`config.mk`:
```
export PLATFORM = sky130hd
export DESIGN_NAME = icy_metadata_deframer_flat
export DESIGN_NICKNAME = d
export VERILOG_FILES = /design/src/hw/rtl/icy_pkg.sv /design/src/hw/rtl/icy_in_if.sv /design/src/hw/rtl/icy_out_if.sv /design/src/hw/rtl/icy_cfg.sv /design/src/hw/rtl/icy_classify.sv /design/src/hw/rtl/icy_core.sv /design/src/hw/rtl/icy_metadata_deframer.sv /design/src/flat_wrapper.sv
export VERILOG_INCLUDE_DIRS = /design/src /design/src/hw/rtl
export SDC_FILE = /design/constraint.sdc
export NUM_CORES = 1
export LEC_CHECK = 0
export BUFFER_PORTS_ARGS = -buffer_cell sky130_fd_sc_hd__buf_4
export CORE_ASPECT_RATIO = 0.6
export CORE_MARGIN = 10
export CORE_UTILIZATION = 55
export DETAILED_ROUTE_END_ITERATION = 8
export GPL_TIMING_DRIVEN = 0
export PLACE_DENSITY = 0.81
export RECOVER_POWER = 50
export SYNTH_ARGS = -nofsm -noshare
export SYNTH_HDL_FRONTEND = slang
export SYNTH_SLANG_ARGS = --single-unit
```
`constraint.sdc`:
```
create_clock -name clk -period 3.85 [get_ports clk]
set_input_delay 0.5775 -clock clk [delete_from_list [all_inputs] [get_ports clk]]
set_output_delay 0.5775 -clock clk [all_outputs]
set_load 0.005 [all_outputs]
```
`src/hw/rtl/icy_metadata_deframer_defines.svh`:
```
// Assertion macros used by the ICY metadata deframer RTL.
`ifndef ICY_METADATA_DEFRAMER_DEFINES_SVH
`define ICY_METADATA_DEFRAMER_DEFINES_SVH

// Same-cycle implication, off while reset is asserted.
`define ICY_ASSERT_SAME(lbl, clk, rst_n, ante, cons) \
    lbl: assert property (@(posedge clk) disable iff (!rst_n) (ante) |-> (cons)) \
        else $error("icy deframer: same-cycle check failed");

// Next-cycle implication, off while reset is asserted.
`define ICY_ASSERT_NEXT(lbl, clk, rst_n, ante, cons) \
    lbl: assert property (@(posedge clk) disable iff (!rst_n) (ante) |=> (cons)) \
        else $error("icy deframer: next-cycle check failed");

`endif

```
`src/hw/rtl/icy_pkg.sv`:
```
// Types and constants for the ICY metadata deframer.
package icy_pkg;

    localparam int DATA_W     = 8;
    localparam int KIND_W     = 3;
    localparam int INTERVAL_W = 16;
    localparam int LEN_W      = 12;
    localparam int UNIT_SHIFT = 4;   // length byte counts 16-byte units

    localparam int PADDR_W  = 3;
    localparam int ADDR_LSB = 2;
    localparam int PDATA_W  = 32;

    localparam logic REG_META_INTERVAL = 1'b0;

    localparam logic [INTERVAL_W-1:0] INTERVAL_RESET = 16'd8192;
    localparam logic [DATA_W-1:0]     NUL_BYTE       = 8'h00;

    localparam logic [KIND_W-1:0] KIND_AUDIO  = 3'd0;
    localparam logic [KIND_W-1:0] KIND_LENGTH = 3'd1;
    localparam logic [KIND_W-1:0] KIND_TEXT   = 3'd2;
    localparam logic [KIND_W-1:0] KIND_PAD    = 3'd3;
    localparam logic [KIND_W-1:0] KIND_REJECT = 3'd4;

    typedef enum logic [1:0] {
        PH_AUDIO  = 2'd0,
        PH_LENGTH = 2'd1,
        PH_META   = 2'd2
    } phase_t;

    typedef struct packed {
        phase_t                  phase;
        logic [INTERVAL_W-1:0]   audio_count;
        logic [LEN_W-1:0]        meta_remaining;
        logic [LEN_W-1:0]        meta_total;
        logic                    null_seen;
        logic                    text_present;
    } state_t;

    typedef struct packed {
        logic [DATA_W-1:0] byte_value;
        logic [KIND_W-1:0] byte_kind;
        logic              block_last;
        logic              block_has_text;
        logic [LEN_W-1:0]  block_length;
    } result_t;

endpackage

```
`src/hw/rtl/icy_in_if.sv`:
```
// Input byte channel: valid/ready handshake with one raw stream byte.
interface icy_in_if;
    import icy_pkg::*;

    logic              valid;
    logic              ready;
    logic [DATA_W-1:0] data_byte;

    modport source (output valid, output data_byte, input ready);
    modport sink   (input valid, input data_byte, output ready);
endinterface

```
`src/hw/rtl/icy_out_if.sv`:
```
// Output channel: valid/ready handshake with one tagged byte.
interface icy_out_if;
    import icy_pkg::*;

    logic              valid;
    logic              ready;
    logic [DATA_W-1:0] byte_value;
    logic [KIND_W-1:0] byte_kind;
    logic              block_last;
    logic              block_has_text;
    logic [LEN_W-1:0]  block_length;

    modport source (output valid, output byte_value, output byte_kind,
                    output block_last, output block_has_text, output block_length,
                    input ready);
    modport sink   (input valid, input byte_value, input byte_kind,
                    input block_last, input block_has_text, input block_length,
                    output ready);
endinterface

```
`src/hw/rtl/icy_cfg.sv`:
```
// APB register block holding the metadata interval.
module icy_cfg (
    input  logic                          clk,
    input  logic                          rst_n,
    input  logic                          psel,
    input  logic                          penable,
    input  logic                          pwrite,
    input  logic [icy_pkg::PADDR_W-1:0]   paddr,
    input  logic [icy_pkg::PDATA_W-1:0]   pwdata,
    output logic [icy_pkg::PDATA_W-1:0]   prdata,
    output logic                          pready,
    output logic [icy_pkg::INTERVAL_W-1:0] meta_interval
);
    import icy_pkg::*;

    logic [INTERVAL_W-1:0] interval_reg;
    logic                  hit_interval;
    logic                  wr_en;

    assign pready       = 1'b1;
    assign hit_interval = (paddr[ADDR_LSB] == REG_META_INTERVAL);
    assign wr_en        = psel && penable && pwrite && pready;

    always_ff @(posedge clk or negedge rst_n)
    begin
        if (!rst_n)
        begin
            interval_reg <= INTERVAL_RESET;
        end
        else if (wr_en && hit_interval)
        begin
            interval_reg <= pwdata[INTERVAL_W-1:0];
        end
    end

    always_comb
    begin
        prdata = '0;
        if (hit_interval)
        begin
            prdata = {{(PDATA_W-INTERVAL_W){1'b0}}, interval_reg};
        end
    end

    assign meta_interval = interval_reg;

endmodule

```
`src/hw/rtl/icy_classify.sv`:
```
// Per-byte tagging and next-state logic of the deframer.
module icy_classify (
    input  icy_pkg::state_t                 state,
    input  logic [icy_pkg::DATA_W-1:0]      data_byte,
    input  logic [icy_pkg::INTERVAL_W-1:0]  meta_interval,
    output icy_pkg::state_t                 state_next,
    output icy_pkg::result_t                result
);
    import icy_pkg::*;

    logic [LEN_W-1:0]      len_bytes;
    logic [LEN_W-1:0]      rem_dec;
    logic [INTERVAL_W-1:0] count_inc;
    logic                  is_nul;
    logic                  text_next;
    logic                  null_next;

    // Length byte times 16, kept to 12 bits.
    assign len_bytes = {data_byte, {UNIT_SHIFT{1'b0}}};
    assign rem_dec   = (state.meta_remaining != '0) ? state.meta_remaining - 1'b1 : '0;
    assign count_inc = state.audio_count + 1'b1;
    assign is_nul    = (data_byte == NUL_BYTE);
    assign text_next = (state.meta_remaining == state.meta_total) ? !is_nul
                                                                   : state.text_present;
    assign null_next = state.null_seen || is_nul;

    always_comb
    begin
        state_next            = state;
        result.byte_value     = data_byte;
        result.byte_kind      = KIND_AUDIO;
        result.block_last     = 1'b0;
        result.block_has_text = 1'b0;
        result.block_length   = '0;

        if (meta_interval == '0)
        begin
            result.byte_kind = KIND_REJECT;
            state_next       = '{PH_AUDIO, '0, '0, '0, 1'b0, 1'b0};
        end
        else
        begin
            case (state.phase)
                PH_LENGTH:
                begin
                    result.byte_kind       = KIND_LENGTH;
                    result.block_length    = len_bytes;
                    state_next.audio_count = '0;
                    if (len_bytes == '0)
                    begin
                        state_next.phase = PH_AUDIO;
                    end
                    else
                    begin
                        state_next.meta_total     = len_bytes;
                        state_next.meta_remaining = len_bytes;
                        state_next.null_seen      = 1'b0;
                        state_next.text_present   = 1'b0;
                        state_next.phase          = PH_META;
                    end
                end
                PH_META:
                begin
                    state_next.text_present   = text_next;
                    state_next.null_seen      = null_next;
                    state_next.meta_remaining = rem_dec;
                    result.byte_kind          = null_next ? KIND_PAD : KIND_TEXT;
                    result.block_length       = state.meta_total;
                    if (rem_dec == '0)
                    begin
                        result.block_last      = 1'b1;
                        result.block_has_text  = text_next;
                        state_next.phase       = PH_AUDIO;
                        state_next.audio_count = '0;
                    end
                end
                default:
                begin
                    // audio, and the unused phase code
                    state_next.phase = PH_AUDIO;
                    if (count_inc >= meta_interval || count_inc == '0)
                    begin
                        state_next.audio_count = '0;
                        state_next.phase       = PH_LENGTH;
                    end
                    else
                    begin
                        state_next.audio_count = count_inc;
                    end
                end
            endcase
        end
    end

endmodule

```
`src/hw/rtl/icy_core.sv`:
```
// Stream state, result register and handshake of the deframer.
`include "icy_metadata_deframer_defines.svh"

module icy_core (
    input  logic                           clk,
    input  logic                           rst_n,
    input  logic [icy_pkg::INTERVAL_W-1:0] meta_interval,
    icy_in_if.sink                         in_ch,
    icy_out_if.source                      out_ch
);
    import icy_pkg::*;

    state_t  state_reg;
    state_t  state_next;
    result_t result_reg;
    result_t result_next;
    logic    out_valid_reg;
    logic    accept;

    icy_classify u_classify (
        .state         (state_reg),
        .data_byte     (in_ch.data_byte),
        .meta_interval (meta_interval),
        .state_next    (state_next),
        .result        (result_next)
    );

    // Take a new word whenever the result register is empty or being drained.
    assign in_ch.ready = !out_valid_reg || out_ch.ready;
    assign accept      = in_ch.valid && in_ch.ready;

    always_ff @(posedge clk or negedge rst_n)
    begin
        if (!rst_n)
        begin
            state_reg     <= '{PH_AUDIO, '0, '0, '0, 1'b0, 1'b0};
            out_valid_reg <= 1'b0;
        end
        else
        begin
            if (accept)
            begin
                state_reg     <= state_next;
                out_valid_reg <= 1'b1;
            end
            else if (out_ch.ready)
            begin
                out_valid_reg <= 1'b0;
            end
        end
    end

    always_ff @(posedge clk)
    begin
        if (accept)
        begin
            result_reg <= result_next;
        end
    end

    assign out_ch.valid          = out_valid_reg;
    assign out_ch.byte_value     = result_reg.byte_value;
    assign out_ch.byte_kind      = result_reg.byte_kind;
    assign out_ch.block_last     = result_reg.block_last;
    assign out_ch.block_has_text = result_reg.block_has_text;
    assign out_ch.block_length   = result_reg.block_length;

    `ICY_ASSERT_SAME(a_meta_count_sane, clk, rst_n, state_reg.phase == PH_META, state_reg.meta_remaining != '0 && state_reg.meta_remaining <= state_reg.meta_total)
    `ICY_ASSERT_NEXT(a_reject_clears, clk, rst_n, accept && meta_interval == '0, state_reg.phase == PH_AUDIO && state_reg.audio_count == '0 && out_ch.byte_kind == KIND_REJECT)
    `ICY_ASSERT_SAME(a_last_in_block, clk, rst_n, out_valid_reg && result_reg.block_last, result_reg.byte_kind == KIND_TEXT || result_reg.byte_kind == KIND_PAD)
    `ICY_ASSERT_NEXT(a_length_restarts, clk, rst_n, accept && meta_interval != '0 && state_reg.phase == PH_LENGTH, state_reg.audio_count == '0 && out_ch.byte_kind == KIND_LENGTH)

endmodule

```
`src/hw/rtl/icy_metadata_deframer.sv`:
```
// ICY metadata deframer: tags an internet-radio byte stream as audio, length
// byte, metadata text or padding, one byte per clock unless stalled. Each
// accepted word is output in the next cycle from a single result register;
// the input stays ready while that register is empty or being drained, so
// a steady stream with a ready sink runs at one word per cycle. Only the
// stream counters sit between input and result register. meta_interval is
// set through the APB port at byte address 0 and must be written while the
// block is idle; zero makes every byte come out as rejected.
module icy_metadata_deframer (
    input  logic                          clk,
    input  logic                          rst_n,
    icy_in_if.sink                        in_ch,
    icy_out_if.source                     out_ch,
    input  logic                          psel,
    input  logic                          penable,
    input  logic                          pwrite,
    input  logic [icy_pkg::PADDR_W-1:0]   paddr,
    input  logic [icy_pkg::PDATA_W-1:0]   pwdata,
    output logic [icy_pkg::PDATA_W-1:0]   prdata,
    output logic                          pready
);
    import icy_pkg::*;

    logic [INTERVAL_W-1:0] meta_interval;

    icy_cfg u_cfg (
        .clk           (clk),
        .rst_n         (rst_n),
        .psel          (psel),
        .penable       (penable),
        .pwrite        (pwrite),
        .paddr         (paddr),
        .pwdata        (pwdata),
        .prdata        (prdata),
        .pready        (pready),
        .meta_interval (meta_interval)
    );

    icy_core u_core (
        .clk           (clk),
        .rst_n         (rst_n),
        .meta_interval (meta_interval),
        .in_ch         (in_ch),
        .out_ch        (out_ch)
    );

endmodule

```
`src/flat_wrapper.sv`:
```
// flat-port wrapper written by rule: the top's interface ports become plain ports
module icy_metadata_deframer_flat import icy_pkg::*;
  (clk, rst_n, psel, penable, pwrite, paddr, pwdata, prdata, pready, in_ch_valid, in_ch_data_byte, in_ch_ready, out_ch_valid, out_ch_byte_value, out_ch_byte_kind, out_ch_block_last, out_ch_block_has_text, out_ch_block_length, out_ch_ready);
  icy_in_if in_ch_i ();
  icy_out_if out_ch_i ();
  input  logic clk;
  input  logic rst_n;
  input  logic psel;
  input  logic penable;
  input  logic pwrite;
  input  logic [icy_pkg::PADDR_W-1:0] paddr;
  input  logic [icy_pkg::PDATA_W-1:0] pwdata;
  output logic [icy_pkg::PDATA_W-1:0] prdata;
  output logic pready;
  input wire logic [$bits(in_ch_i.valid)-1:0] in_ch_valid;
  input wire logic [$bits(in_ch_i.data_byte)-1:0] in_ch_data_byte;
  output wire logic [$bits(in_ch_i.ready)-1:0] in_ch_ready;
  output wire logic [$bits(out_ch_i.valid)-1:0] out_ch_valid;
  output wire logic [$bits(out_ch_i.byte_value)-1:0] out_ch_byte_value;
  output wire logic [$bits(out_ch_i.byte_kind)-1:0] out_ch_byte_kind;
  output wire logic [$bits(out_ch_i.block_last)-1:0] out_ch_block_last;
  output wire logic [$bits(out_ch_i.block_has_text)-1:0] out_ch_block_has_text;
  output wire logic [$bits(out_ch_i.block_length)-1:0] out_ch_block_length;
  input wire logic [$bits(out_ch_i.ready)-1:0] out_ch_ready;
  assign in_ch_i.valid = in_ch_valid;
  assign in_ch_i.data_byte = in_ch_data_byte;
  assign in_ch_ready = in_ch_i.ready;
  assign out_ch_valid = out_ch_i.valid;
  assign out_ch_byte_value = out_ch_i.byte_value;
  assign out_ch_byte_kind = out_ch_i.byte_kind;
  assign out_ch_block_last = out_ch_i.block_last;
  assign out_ch_block_has_text = out_ch_i.block_has_text;
  assign out_ch_block_length = out_ch_i.block_length;
  assign out_ch_i.ready = out_ch_ready;
  icy_metadata_deframer u_core (.clk(clk), .rst_n(rst_n), .in_ch(in_ch_i), .out_ch(out_ch_i), .psel(psel), .penable(penable), .pwrite(pwrite), .paddr(paddr), .pwdata(pwdata), .prdata(prdata), .pready(pready));
endmodule
```
==> results.json <==
{
  "synth_top_area_share_pct": 28.9,
  "holdCritStartpoint": "in_ch_valid",
  "hold_end": "u_core.u_core.out_ch.valid",
  "cts-root-buf": "clkbuf_16",
  "async_flop_share_pct": 73.1,
  "timing.hold.ws_ns": 0.443,
  "worst_pin_slew_ns": 3.06,
  "ant_nets": 0,
  "io_pins": 110,
  "outcome": "finished with violations",
  "synth-seq-cells": 78,
  "fin_ws_ns": 0.234,
  "final_min_period_over_clock_period_pct": 93.9,
  "regToRegStartpoint": "u_core.u_core.state_reg[26]",
  "viasPerCell": 5.72,
  "p_sw_share_pct": 41.3,
  "drive_above_1_share_pct": 22.4,
  "grt_max_degree": 58,
  "cts_buffer_depth": 2,
  "ys.flop_type": "dfrtp_1",
  "cap_violations": 1,
  "layoutNonFillerInstCount": 727,
  "drc_errors": 0,
  "power_frac_clock_pct": 20.7,
  "violations": "max-capacitance violations, max-slew violations",
  "cts.clk_slew.worst_paths_ns": 0.06,
  "numClockSinks": 78,
  "min_path_cells": 2,
  "wl_um": 13200,
  "rows": 26,
  "ir_drop_mv": 0.346,
  "cp.arrival_ns": 3.88,
  "path_class": "flip-flop to flip-flop",
  "max-slew-margin-rel_pct": -104,
  "min_period_ns": 3.62,
  "overflow": 0,
  "die_h_um": 92.8,
  "antenna_found_initial": 0,
  "core_area_sq_um": 8560,
  "synthTopCellsByArea": "dfrtp_1 (29%), edfxtp_1 (13%), ha_1 (5.7%)",
  "n_antenna_cell": 0,
  "dr_total_vias": 4159,
  "portBuffers": 69,
  "synth_area_per_cell_sq_um": 9.56,
  "yosysTopAreaCell": "dfrtp_1",
  "p_leak_nw": 2.59,
  "drv_slew": 58,
  "min_path_type": "primary input to flip-flop",
  "timing.rr.end": "u_core.u_core.state_reg[41]",
  "pwr-share-comb_pct": 46.8,
  "cp-start-kind": "flip-flop",
  "gp_congestion": 0.951,
  "required_ns": 4.11,
  "setup_viol": 0,
  "worst-r2r-cell-count": 13,
  "fin_util_pct": 68.3,
  "power_density_nw_per_um2": 653,
  "synthesis.instances": 508,
  "p_int_mw": 2.24,
  "dieWidth_um": 141,
  "largest_reg_flops": 40,
  "avgRoutedWirePerCell_um": 18.1,
  "skew_ns": 0.00904,
  "synth_warnings": 0,
  "start_util_pct": 56.8,
  "seqPwrFrac_pct": 32.6,
  "htree_levels": 3,
  "grt_pass1_vias": 3964,
  "p_sw_mw": 1.57,
  "dpl-instance-area_sq_um": 5590,
  "dp_hpwl_um": 9880,
  "seq_area_frac_synth_pct": 42.4,
  "area_growth_pct": 20.3,
  "globalRouteTotalUtil_pct": 19.9,
  "numCtsBuffers": 9,
  "hold_viol_final": 0,
  "setup.worst_path.end_class": "flip-flop",
  "first_iter_violations": 432,
  "rrSetupSlack_ns": 0.23,
  "die-area_sq_um": 13100,
  "nNetsFinal": 682,
  "cts_tree": "done",
  "synth-edff-count": 21,
  "placed_cells": 708,
  "yosysUniqueCellTypes": 65,
  "preCtsSetupSlack_ns": -0.118,
  "clkLatencyLatePin_ns": 0.34,
  "path_max_fanout": 10,
  "fin_area_sq_um": 5840,
  "syn_area_sq_um": 4860,
  "fmax_mhz": 277,
  "rsz0062_at_grt": "no",
  "drt_first_pass_iters": 5,
  "grt_first_pass_wirelength_um": 21100
}
## cells in the final DEF (no fill, tap or decap), drive strengths merged, types with 11 or more instances in the layout
master | netlist | layout
a21oi | 11 | 11
a22oi | 14 | 14
buf | 32 | 70
clkbuf | 16 | 63
conb | 2 | 21
dfrtp | 56 | 56
edfxtp | 21 | 21
ha | 22 | 22
inv | 30 | 30
mux2 | 17 | 17
nand2 | 50 | 50
nand2b | 11 | 11
nor2 | 48 | 48
o21ai | 38 | 38
xnor2 | 16 | 16
xor2 | 11 | 11
## cell type report
| type | instances | area (sq um) |
|---|---|---|
| plain buffers | 48 | 302 |
| clock buffers | 13 | 250 |
| clock inverters | 3 | 21.3 |
| fillers | 677 | 2720 |
| inverters | 30 | 113 |
| multi-input cells | 371 | 2460 |
| flip-flops and latches | 78 | 2060 |
| well taps | 112 | 140 |
| repair buffers | 72 | 495 |
## worst max-delay path by stage
stage,start,end,cells past startpoint
4_1_cts,u_core.u_core.state_reg[32],u_core.u_core.state_reg[37],14
3_3_place_gp,u_core.u_core.state_reg[32],u_core.u_core.state_reg[32],14
6_report,u_core.u_core.state_reg[26],u_core.u_core.state_reg[41],13
5_1_grt,u_core.u_core.state_reg[26],u_core.u_core.state_reg[28],12
2_1_floorplan,u_core.u_core.state_reg[32],u_core.u_core.state_reg[32],14
3_5_place_dp,u_core.u_core.state_reg[32],u_core.u_core.state_reg[41],15
## worst max-delay path, stage by stage, from the launching register on
cell and delay (ns):
dfrtp_1 0.48, ha_1 0.33, and4_1 0.32, nand3_1 0.13
nor2_1 0.17, xor2_1 0.31, ha_1 0.32, o21ai_0 0.17
nor2_1 0.06, or3_4 0.38, a2111oi_4 0.28, o21ai_2 0.22
buf_6 0.21, o31ai_4 0.15
## metrics by stage
| stage | TNS, ns | power (mW) |
|---|---|---|
| 6_report | 0 | 3.81 |
| 5_1_grt | 0 | 4.06 |
| 4_1_cts | 0 | 3.79 |
| 3_5_place_dp | -1.16 | 2.97 |
| 3_3_place_gp | -0.983 | 2.88 |
| 2_1_floorplan | 0 | 2.49 |
## cells in the mapped netlist, types with 9 or more instances
master and count:
clkbuf_1 16, a21oi_1 11, nor2_1 48, xor2_1 11, xnor2_1 15, nand4_1 9
a22oi_1 14, o21ai_0 16, nand3_1 10, dfrtp_1 56, inv_1 30, nand2_1 50
o21ai_1 20, edfxtp_1 21, mux2_2 17, ha_1 22, buf_4 23, nand2b_1 11
## kinds of logic after synthesis
group / Yosys count / share of synthesized area, %
other cells: 2 / 0.155
compound gates: 105 / 15.4
simple gates: 178 / 18.7
flops: 78 / 42.4
fa+ha+maj: 22 / 5.67
mux: 18 / 4.15
xor+xnor: 27 / 5.02
buf+inv: 78 / 8.53
## metal layers
metal | wire [um] | up-vias | global-route usage [%]
met5 | 0 | - | 0
met4 | 200 | 0 | 6.42
met3 | 1200 | 18 | 5.92
met2 | 5730 | 216 | 28.6
met1 | 6030 | 1967 | 28.0
li1 | - | 1958 | -
## what timing repair did
item,4_1_cts,5_1_grt
setup endpoints to repair,16,16
hold buffers,0,0
setup buffers,1,2
gates cloned,0,0
endpoints found under the hold margin,0,0
pin swaps,1,0
gates resized for setup,1,1
## power by group through the flow
stage / combinational, mW / clock (mW) / sequential [mW]
2_1_floorplan: 1.29 / 0 / 1.20
3_3_place_gp: 1.64 / 0 / 1.23
3_5_place_dp: 1.72 / 0 / 1.24
4_1_cts: 1.76 / 0.801 / 1.23
5_1_grt: 1.96 / 0.832 / 1.27
6_report: 1.78 / 0.788 / 1.24
No activity file was read; power rests on OpenSTA's default activity.
